===== src/rtl/assert_macros.svh =====
// Assertion helpers shared by the RTL files.
// Each macro expands to one labeled concurrent assertion, held off during reset.
`ifndef ASSERT_MACROS_SVH
`define ASSERT_MACROS_SVH

// Consequent checked in the same cycle as the antecedent.
`define ASSERT_SAME(label, clk, rst_n, ante, cons, msg) \
	label: assert property (@(posedge clk) disable iff (!rst_n) (ante) |-> (cons)) \
		else $error(msg);

// Consequent checked in the cycle after the antecedent.
`define ASSERT_NEXT(label, clk, rst_n, ante, cons, msg) \
	label: assert property (@(posedge clk) disable iff (!rst_n) (ante) |=> (cons)) \
		else $error(msg);

`endif


===== src/rtl/twrc_pkg.sv =====
// ----------------------------------------------------------------------------
// twrc_pkg
// Types and fixed constants of the TCP window rewrite and checksum core.
// ----------------------------------------------------------------------------
`default_nettype none

package twrc_pkg;

	localparam int unsigned CFG_IDX_W = 2;
	localparam int unsigned CFG_DATA_W = 16;

	localparam logic [CFG_IDX_W-1:0] CFG_TARGET_PORT = 2'd0;
	localparam logic [CFG_IDX_W-1:0] CFG_WINDOW_UNITS = 2'd1;
	localparam logic [CFG_IDX_W-1:0] CFG_SEGMENT_SIZE = 2'd2;

	localparam logic [15:0] TARGET_PORT_RST = 16'd5001;
	localparam logic [15:0] WINDOW_UNITS_RST = 16'd1;
	localparam logic [15:0] SEGMENT_SIZE_RST = 16'd1460;

	localparam logic [7:0] PROTO_TCP = 8'd6;

	// IPv4 header byte positions
	localparam logic [15:0] IHL_BYTE = 16'd0;
	localparam logic [15:0] PROTO_BYTE = 16'd9;
	localparam logic [15:0] ADDR_FIRST = 16'd12;
	localparam logic [15:0] ADDR_END = 16'd20;

	// TCP header byte positions, relative to the TCP header start
	localparam logic [15:0] DPORT_HI_OFS = 16'd2;
	localparam logic [15:0] DPORT_LO_OFS = 16'd3;
	localparam logic [15:0] WIN_FIRST_OFS = 16'd14;
	localparam logic [15:0] CHK_LAST_OFS = 16'd17;
	localparam logic [15:0] TCP_HDR_BYTES = 16'd20;

	localparam logic [3:0] MIN_IHL = 4'd5;

	// Packet state after the current byte has been taken in
	typedef struct packed {
		logic [15:0] byte_count;
		logic [3:0]  header_words;
		logic [7:0]  protocol_number;
		logic [15:0] destination_port;
		logic [31:0] running_sum;
		logic [7:0]  pending_high_byte;
	} snap_t;

endpackage

`default_nettype wire


===== src/rtl/twrc_pkt_if.sv =====
// ----------------------------------------------------------------------------
// twrc_pkt_if
// Byte stream of an outgoing IPv4 packet, valid/ready handshake.
// ----------------------------------------------------------------------------
`default_nettype none

interface twrc_pkt_if;
	logic       valid;
	logic       ready;
	logic [7:0] data_byte;
	logic       last_byte;

	modport source (output valid, output data_byte, output last_byte, input ready);
	modport sink (input valid, input data_byte, input last_byte, output ready);
endinterface

`default_nettype wire


===== src/rtl/twrc_patch_if.sv =====
// ----------------------------------------------------------------------------
// twrc_patch_if
// Patch request for one packet, valid/ready handshake.
// ----------------------------------------------------------------------------
`default_nettype none

interface twrc_patch_if;
	logic        valid;
	logic        ready;
	logic        rewrite;
	logic [15:0] new_window;
	logic [15:0] new_checksum;
	logic [5:0]  tcp_offset;
	logic [15:0] packet_length;
	logic        malformed;

	modport source (
		output valid, output rewrite, output new_window, output new_checksum,
		output tcp_offset, output packet_length, output malformed, input ready
	);
	modport sink (
		input valid, input rewrite, input new_window, input new_checksum,
		input tcp_offset, input packet_length, input malformed, output ready
	);
endinterface

`default_nettype wire


===== src/rtl/tcp_window_rewrite_checksum_core.sv =====
// ----------------------------------------------------------------------------
// tcp_window_rewrite_checksum_core
// Rewrites the TCP receive window of packets to one port and recomputes
// the TCP checksum, one packet byte per cycle unless a last byte is held back.
// ----------------------------------------------------------------------------
//  channel  | dir | payload                                         | accepted when
//  pkt      | in  | data_byte, last_byte                            | valid & ready
//  patch    | out | rewrite, new_window, new_checksum, tcp_offset,  | valid & ready
//           |     | packet_length, malformed                        |
//  cfg      | in  | cfg_index, cfg_wdata                            | cfg_wr_en
//
// One byte is taken every cycle unless a last byte is held back. The patch request
// for a packet passes, after its last byte is taken into the input register, through the
// header/sum snapshot, final pseudo-header add, carry fold into the output register.
// A stalled patch channel holds the output register; bytes that are not last
// keep flowing until a last byte finds the sum stages full.
// Reset clears the valid flags, configuration and parser state at once; no clearing pass.
`default_nettype none
`include "assert_macros.svh"

module tcp_window_rewrite_checksum_core #(
	parameter int unsigned MAX_PACKET_BYTES = 65535
) (
	input  wire logic                                clk,
	input  wire logic                                arst_n,
	twrc_pkt_if.sink                                 pkt,
	twrc_patch_if.source                             patch,
	input  wire logic                                cfg_wr_en,
	input  wire logic [twrc_pkg::CFG_IDX_W-1:0]      cfg_index,
	input  wire logic [twrc_pkg::CFG_DATA_W-1:0]     cfg_wdata
);

	// configuration
	logic [15:0] target_port_q;
	logic [15:0] window_units_q;
	logic [15:0] segment_size_q;
	logic [15:0] win_q;

	always_ff @(posedge clk or negedge arst_n) begin
		if (!arst_n) begin
			target_port_q <= twrc_pkg::TARGET_PORT_RST;
			window_units_q <= twrc_pkg::WINDOW_UNITS_RST;
			segment_size_q <= twrc_pkg::SEGMENT_SIZE_RST;
		end else if (cfg_wr_en) begin
			case (cfg_index)
				twrc_pkg::CFG_TARGET_PORT: target_port_q <= cfg_wdata;
				twrc_pkg::CFG_WINDOW_UNITS: window_units_q <= cfg_wdata;
				twrc_pkg::CFG_SEGMENT_SIZE: segment_size_q <= cfg_wdata;
				default: ;
			endcase
		end
	end

	// window is taken mod 65536, so only the low product bits are kept
	logic [15:0] win_prod;
	assign win_prod = window_units_q * segment_size_q;

	always_ff @(posedge clk) begin
		win_q <= win_prod;
	end

	// handshake chain
	logic valid_s1, valid_s2, valid_s3, out_valid_q;
	logic last_s1;
	logic [7:0] data_s1;
	logic out_free, s3_ready, s2_ready, s1_go;

	assign out_free = !out_valid_q || patch.ready;
	assign s3_ready = !valid_s3 || out_free;
	assign s2_ready = !valid_s2 || s3_ready;
	assign s1_go = valid_s1 && (!last_s1 || s2_ready);
	assign pkt.ready = !valid_s1 || !last_s1 || s2_ready;

	// stage 1: input register
	always_ff @(posedge clk or negedge arst_n) begin
		if (!arst_n) begin
			valid_s1 <= 1'b0;
		end else if (pkt.valid && pkt.ready) begin
			valid_s1 <= 1'b1;
		end else if (s1_go) begin
			valid_s1 <= 1'b0;
		end
	end

	always_ff @(posedge clk) begin
		if (pkt.valid && pkt.ready) begin
			data_s1 <= pkt.data_byte;
			last_s1 <= pkt.last_byte;
		end
	end

	twrc_pkg::snap_t snap;

	twrc_byte_parser #(
		.MAX_PACKET_BYTES(MAX_PACKET_BYTES)
	) u_parser (
		.clk      (clk),
		.arst_n   (arst_n),
		.en       (s1_go),
		.data_byte(data_s1),
		.last_byte(last_s1),
		.snap     (snap)
	);

	// stage 2: packet snapshot on the last byte
	twrc_pkg::snap_t snap_s2;

	always_ff @(posedge clk or negedge arst_n) begin
		if (!arst_n) begin
			valid_s2 <= 1'b0;
		end else if (s2_ready) begin
			valid_s2 <= s1_go && last_s1;
		end
	end

	always_ff @(posedge clk) begin
		if (s2_ready && s1_go && last_s1) begin
			snap_s2 <= snap;
		end
	end

	logic [15:0] toff2;
	logic [15:0] tcp_len2;
	logic        bad2;
	logic        rw2;
	logic [31:0] sum2;

	assign toff2 = {10'd0, snap_s2.header_words, 2'b00};
	assign tcp_len2 = snap_s2.byte_count - toff2;
	assign bad2 = snap_s2.header_words < twrc_pkg::MIN_IHL ||
		(snap_s2.protocol_number == twrc_pkg::PROTO_TCP &&
			snap_s2.byte_count < toff2 + twrc_pkg::TCP_HDR_BYTES);
	assign rw2 = !bad2 && snap_s2.protocol_number == twrc_pkg::PROTO_TCP &&
		snap_s2.destination_port == target_port_q;
	assign sum2 = snap_s2.running_sum + {16'd0, snap_s2.pending_high_byte, 8'h00} +
		{24'd0, snap_s2.protocol_number} + {16'd0, tcp_len2} + {16'd0, win_q};

	// stage 3: raw pseudo-header sum
	logic [31:0] sum_s3;
	logic        rw_s3;
	logic        bad_s3;
	logic [5:0]  toff_s3;
	logic [15:0] len_s3;
	logic [15:0] win_s3;

	always_ff @(posedge clk or negedge arst_n) begin
		if (!arst_n) begin
			valid_s3 <= 1'b0;
		end else if (s3_ready) begin
			valid_s3 <= valid_s2;
		end
	end

	always_ff @(posedge clk) begin
		if (s3_ready && valid_s2) begin
			sum_s3 <= sum2;
			rw_s3 <= rw2;
			bad_s3 <= bad2;
			toff_s3 <= toff2[5:0];
			len_s3 <= snap_s2.byte_count;
			win_s3 <= win_q;
		end
	end

	// fold carries twice, then complement
	logic [16:0] fold1;
	logic [15:0] fold2;
	assign fold1 = {1'b0, sum_s3[15:0]} + {1'b0, sum_s3[31:16]};
	assign fold2 = fold1[15:0] + {15'd0, fold1[16]};

	// output register
	logic        rewrite_q;
	logic [15:0] new_window_q;
	logic [15:0] new_checksum_q;
	logic [5:0]  tcp_offset_q;
	logic [15:0] packet_length_q;
	logic        malformed_q;

	always_ff @(posedge clk or negedge arst_n) begin
		if (!arst_n) begin
			out_valid_q <= 1'b0;
		end else if (out_free) begin
			out_valid_q <= valid_s3;
		end
	end

	always_ff @(posedge clk) begin
		if (out_free && valid_s3) begin
			rewrite_q <= rw_s3;
			new_window_q <= rw_s3 ? win_s3 : 16'd0;
			new_checksum_q <= rw_s3 ? ~fold2 : 16'd0;
			tcp_offset_q <= toff_s3;
			packet_length_q <= len_s3;
			malformed_q <= bad_s3;
		end
	end

	assign patch.valid = out_valid_q;
	assign patch.rewrite = rewrite_q;
	assign patch.new_window = new_window_q;
	assign patch.new_checksum = new_checksum_q;
	assign patch.tcp_offset = tcp_offset_q;
	assign patch.packet_length = packet_length_q;
	assign patch.malformed = malformed_q;

	`ASSERT_SAME(a_no_patch_zero, clk, arst_n, patch.valid && !patch.rewrite,
		patch.new_window == 16'd0 && patch.new_checksum == 16'd0, "patch values on skip")
	`ASSERT_SAME(a_rewrite_wellformed, clk, arst_n, patch.valid && patch.rewrite,
		!patch.malformed && patch.tcp_offset >= 6'd20 &&
		patch.packet_length >= 16'(patch.tcp_offset) + 16'd20,
		"rewrite on malformed packet")
	`ASSERT_NEXT(a_s3_held, clk, arst_n, valid_s3 && !out_free,
		valid_s3 && $stable(sum_s3), "sum stage lost while stalled")

endmodule

`default_nettype wire


===== src/rtl/twrc_byte_parser.sv =====
// ----------------------------------------------------------------------------
// twrc_byte_parser
// Per-byte header capture and running ones-complement word sum.
// ----------------------------------------------------------------------------
`default_nettype none
`include "assert_macros.svh"

module twrc_byte_parser #(
	parameter int unsigned MAX_PACKET_BYTES = 65535
) (
	input  wire logic           clk,
	input  wire logic           arst_n,
	input  wire logic           en,
	input  wire logic [7:0]     data_byte,
	input  wire logic           last_byte,
	output twrc_pkg::snap_t     snap
);

	twrc_pkg::snap_t st_q;
	twrc_pkg::snap_t nx;

	logic [15:0] idx;
	logic [15:0] toff;
	logic [15:0] rel;
	logic        active;
	logic        inc;
	logic [7:0]  bval;

	assign idx = st_q.byte_count;
	assign active = idx < 16'(MAX_PACKET_BYTES);

	always_comb begin
		nx = st_q;
		if (idx == twrc_pkg::IHL_BYTE) begin
			nx.header_words = data_byte[3:0];
		end
		if (idx == twrc_pkg::PROTO_BYTE) begin
			nx.protocol_number = data_byte;
		end
		toff = {10'd0, nx.header_words, 2'b00};
		rel = idx - toff;
		if (idx == toff + twrc_pkg::DPORT_HI_OFS) begin
			nx.destination_port = {data_byte, st_q.destination_port[7:0]};
		end
		if (idx == toff + twrc_pkg::DPORT_LO_OFS) begin
			nx.destination_port = {st_q.destination_port[15:8], data_byte};
		end
		// addresses always count; the TCP part counts except window and check
		inc = (idx >= twrc_pkg::ADDR_FIRST && idx < twrc_pkg::ADDR_END) ||
			(idx >= toff && !(rel >= twrc_pkg::WIN_FIRST_OFS &&
				rel <= twrc_pkg::CHK_LAST_OFS));
		bval = inc ? data_byte : 8'h00;
		if (!idx[0]) begin
			nx.pending_high_byte = bval;
		end else begin
			nx.running_sum = st_q.running_sum + {16'd0, st_q.pending_high_byte, bval};
			nx.pending_high_byte = 8'h00;
		end
		nx.byte_count = idx + 16'd1;
		// past the length limit: drop the byte
		if (!active) begin
			nx = st_q;
		end
	end

	assign snap = nx;

	always_ff @(posedge clk or negedge arst_n) begin
		if (!arst_n) begin
			st_q <= '0;
		end else if (en) begin
			st_q <= last_byte ? '0 : nx;
		end
	end

	`ASSERT_SAME(a_count_limit, clk, arst_n, 1'b1,
		st_q.byte_count <= 16'(MAX_PACKET_BYTES), "byte count beyond limit")
	`ASSERT_NEXT(a_clear_after_last, clk, arst_n, en && last_byte,
		st_q.byte_count == 16'd0 && st_q.running_sum == 32'd0, "state not cleared")
	`ASSERT_SAME(a_pending_odd, clk, arst_n, st_q.byte_count[0] == 1'b0 && active,
		st_q.pending_high_byte == 8'h00, "high byte left at word boundary")

endmodule

`default_nettype wire


===== src/flat_wrapper.sv =====
// flat-port wrapper written by rule: the top's interface ports become plain ports
module tcp_window_rewrite_checksum_core_flat 
#(
	parameter int unsigned MAX_PACKET_BYTES = 65535
)
  (clk, arst_n, cfg_wr_en, cfg_index, cfg_wdata, pkt_valid, pkt_data_byte, pkt_last_byte, pkt_ready, patch_valid, patch_rewrite, patch_new_window, patch_new_checksum, patch_tcp_offset, patch_packet_length, patch_malformed, patch_ready);
  twrc_pkt_if pkt_i ();
  twrc_patch_if patch_i ();
  input  wire logic clk;
  input  wire logic arst_n;
  input  wire logic cfg_wr_en;
  input  wire logic [twrc_pkg::CFG_IDX_W-1:0] cfg_index;
  input  wire logic [twrc_pkg::CFG_DATA_W-1:0] cfg_wdata;
  input wire logic [$bits(pkt_i.valid)-1:0] pkt_valid;
  input wire logic [$bits(pkt_i.data_byte)-1:0] pkt_data_byte;
  input wire logic [$bits(pkt_i.last_byte)-1:0] pkt_last_byte;
  output wire logic [$bits(pkt_i.ready)-1:0] pkt_ready;
  output wire logic [$bits(patch_i.valid)-1:0] patch_valid;
  output wire logic [$bits(patch_i.rewrite)-1:0] patch_rewrite;
  output wire logic [$bits(patch_i.new_window)-1:0] patch_new_window;
  output wire logic [$bits(patch_i.new_checksum)-1:0] patch_new_checksum;
  output wire logic [$bits(patch_i.tcp_offset)-1:0] patch_tcp_offset;
  output wire logic [$bits(patch_i.packet_length)-1:0] patch_packet_length;
  output wire logic [$bits(patch_i.malformed)-1:0] patch_malformed;
  input wire logic [$bits(patch_i.ready)-1:0] patch_ready;
  assign pkt_i.valid = pkt_valid;
  assign pkt_i.data_byte = pkt_data_byte;
  assign pkt_i.last_byte = pkt_last_byte;
  assign pkt_ready = pkt_i.ready;
  assign patch_valid = patch_i.valid;
  assign patch_rewrite = patch_i.rewrite;
  assign patch_new_window = patch_i.new_window;
  assign patch_new_checksum = patch_i.new_checksum;
  assign patch_tcp_offset = patch_i.tcp_offset;
  assign patch_packet_length = patch_i.packet_length;
  assign patch_malformed = patch_i.malformed;
  assign patch_i.ready = patch_ready;
  tcp_window_rewrite_checksum_core #(.MAX_PACKET_BYTES(MAX_PACKET_BYTES)) u_core (.clk(clk), .arst_n(arst_n), .pkt(pkt_i), .patch(patch_i), .cfg_wr_en(cfg_wr_en), .cfg_index(cfg_index), .cfg_wdata(cfg_wdata));
endmodule

===== config.mk =====
export PLATFORM = sky130hd
export DESIGN_NAME = tcp_window_rewrite_checksum_core_flat
export DESIGN_NICKNAME = d
export VERILOG_FILES = /design/src/rtl/twrc_pkg.sv /design/src/rtl/twrc_pkt_if.sv /design/src/rtl/twrc_patch_if.sv /design/src/rtl/tcp_window_rewrite_checksum_core.sv /design/src/rtl/twrc_byte_parser.sv /design/src/flat_wrapper.sv
export VERILOG_INCLUDE_DIRS = /design/src /design/src/rtl
export SDC_FILE = /design/constraint.sdc
export NUM_CORES = 1
export LEC_CHECK = 0
export ABC_AREA = 0
export BUFFER_PORTS_ARGS = -buffer_cell sky130_fd_sc_hd__buf_2
export CAP_MARGIN = 20
export CORE_ASPECT_RATIO = 0.9
export CORE_MARGIN = 2
export CORE_UTILIZATION = 50
export DETAILED_ROUTE_END_ITERATION = 12
export PLACE_DENSITY = 0.67
export SYNTH_ARGS = -nofsm -noshare
export SYNTH_HDL_FRONTEND = slang
export SYNTH_HIERARCHICAL = 1
export SYNTH_SLANG_ARGS = --single-unit
export TNS_END_PERCENT = 5

===== constraint.sdc =====
create_clock -name clk -period 18.7 [get_ports clk]
set_clock_uncertainty 0.1 [all_clocks]
set_input_delay 0 -clock clk [delete_from_list [all_inputs] [get_ports clk]]
set_output_delay 0 -clock clk [all_outputs]
set_load 0.01 [all_outputs]

==> results.yml <==
critical_path:
  crit_path_end_kind: "register"
  critical_path_required_ns: 18.90
  cp.arrival_ns: 7.59
  reg2reg_depth: 25
  worstPathMaxFanout: 24
  reg2reg_from: "u_core/u_parser/idx[15]"
  path_class: "reg2reg"
  path_delay_family: "compound AO/OA/AOI/OAI gates"
  timing.rr.end: "u_core/snap_s2[28]"
  slowest_delay_ns: 0.88
  reg2reg_setup_slack_ns: 11.31
  critPathLaunchType: "register"
  crit_buf_inv: 2
  cpMaxStageDelayCell: "o211ai_1"
placed_design:
  dp_slack_ns: 11.42
  dp_cells: 2570
  placed_cell_area_um2: 23220
  port_buffers: 87
  dp_hpwl_mm: 36.98
  gp_congestion: 0.9008
power:
  power_density_nw_per_um2: 196.4
  ir_drop_mv: 0.2216
  p_leak_nw: 10.60
  power_mw: 4.921
sta:
  period_minus_slack_ns: 7.390
  fin_ws_ns: 11.31
  final_max_slew_viol_count: 0
  setup_tns_ns: 0
  period_share: 0.3952
  holdWs_ns: 0.03566
  worst_pin_slew_ns: 1.139
  grt_setup_unrepaired: "no"
  final_hold_viol_count: 0
  max_slew_margin: 0.2391
  clock.fmax_ghz: 0.1353
  setup_viol: 0
die:
  num_rows: 73
  die_width_um: 226.1
  die_height_um: 203.9
  die_area_um2: 46090
  start_util: 0.5041
  io_pins: 90
  core_um2: 44020
route:
  ant_nets: 0
  drt-total-wl_mm: 51.87
  drtPass1Iterations: 5
  wl_per_cell_um: 19.32
  drtIter0Drc: 1168
  vias: 14840
  vias_per_cell: 5.525
  drc: 0
clock_network:
  clock-sinks: 369
  cts_setup_buffers: 0
  clk_pin_slew_ns: 0.06
  h-tree-depth: 2
  hold_buffers: 39
  clk_latency_ns: 0.59
  cts_resized: 0
  root_buffer: "clkbuf_16"
  ctsLongestPathBuffers: 3
  cts_tree: "done"
  numCtsBuffers: 40
synth:
  synth_top_area_cell: "edfxtp_1"
  synth-seq-area-share: 0.4621
  synth_edf_count: 217
  yosysUniqueCellTypes: 82
  yosys_warnings: 6
  ys.flop_type: "edfxtp_1"
  synth_area_per_cell_um2: 11.47
  async_flop_share: 0.3686
  ys_ff_latch: 369
  yosys-top-cells-count: "edfxtp_1, nand2_1, inv_1, dfrtp_1, ha_1"
  yosysTopAreaCellShare: 0.2936
  ys_top_cells_by_area: "edfxtp_1, dfrtp_1, fa_1, ha_1, xnor2_1"
  synth_area_um2: 22190
  synthesis.instances: 1935
global_routing:
  grt_max_degree: 77
  grt_pass1_wl_mm: 83.70
  track_usage: 0.2345
  overflow: 0
  antenna_found_initial: 2
  grt_pass1_vias: 14960
final_layout:
  final_cells: 2685
  antenna_cells: 0
  final_net_count: 2324
  areaGrowthSynthToFinish_pct: 12.91
  final_area_um2: 25060
  nFillCells: 3708
  final_layout_size_suffix_gt1_frac: 0.1290
  final_util: 0.5692
hold_path:
  min_to: "u_core/data_s1[3]"
  holdCritPathClass: "in2reg"
  min_path_cells: 2
  holdCritStartpoint: "pkt_data_byte[3]"
outcome:
  status: "complete, no violations"
run:
  cap_violations: 0
state kept, by name, summed over array words and instances (netlist names), 4 cells and up:
register and cells:
u_core/snap_s2 84, u_core/patch.packet_length 16, u_core/sum_s3 32, u_core/segment_size_q 16, u_core/toff_s3 4, u_core/u_parser/st_q 68
u_core/data_s1 8, u_core/target_port_q 16, u_core/len_s3 16, u_core/win_s3 16, u_core/win_q 16, u_core/window_units_q 16
u_core/patch.tcp_offset 4, u_core/u_parser/idx 16, u_core/patch.new_window 16, u_core/patch.new_checksum 16
power by group:
part	switching (mW)	total [mW]	internal, mW
Combinational	1.63	2.91	1.28
Sequential	0.121	1.19	1.07
Clock	0.339	0.823	0.484
Total	2.09	4.92	2.83
layer usage:
layer	track usage	share of wire	vias to the layer above
li1	-	-	6980
met1	0.3508	0.47	7335
met2	0.3619	0.45	457
met3	0.03752	0.064	63
met4	0.05075	0.016	0
met5	0	0	-
worst max-delay path by stage:
stage	from	depth (start not counted)	slack, ns	end
after floorplan	u_core/u_parser/idx[9]	29	12.70	u_core/snap_s2[28]
after global placement	u_core/u_parser/idx[14]	25	11.52	u_core/snap_s2[28]
after detailed placement	u_core/u_parser/idx[14]	25	11.42	u_core/snap_s2[28]
after CTS	u_core/u_parser/idx[14]	25	11.37	u_core/snap_s2[28]
after global routing	u_core/u_parser/idx[14]	25	10.77	u_core/snap_s2[28]
final	u_core/u_parser/idx[15]	25	11.31	u_core/snap_s2[28]
layout by cell type (no fill, tap or decap), types with 41 or more instances in the layout:
cell type and n:
and2_1 113, dfrtp_1 123, nand2_1 217, fa_1 116, o21ai_0 72, nor2_1 72, clkbuf_16 41, buf_2 86
inv_1 164, ha_1 123, edfxtp_1 217, xnor2_1 97, xor2_1 55, mux2_2 69
cell type report:
| class | instances | area [um^2] | area share |
|---|---|---|---|
| Multi-Input combinational cell | 1338 | 11070 | 0.4416 |
| Sequential cell | 369 | 10260 | 0.4093 |
| Clock buffer | 53 | 1121 | 0.04474 |
| Timing Repair Buffer | 139 | 979.7 | 0.03910 |
| Tap cell | 600 | 750.7 | 0.02996 |
| Inverter | 165 | 619.3 | 0.02472 |
| Clock inverter | 21 | 266.5 | 0.01064 |
cells by family (layout without fill, tap and decap cells):
family	count (synthesis)	in the layout	share of synthesized area
flip-flops	369	369	0.4621
adder cells (fa/ha/maj)	239	239	0.1740
AND/OR/NAND/NOR	569	569	0.1297
buffers and inverters	229	378	0.04042
XOR/XNOR	153	153	0.06072
other	1	2	0.0001690
multiplexers	72	72	0.03636
AO/OA/AOI/OAI	303	303	0.09657
Power figures use the tool's default switching activity.
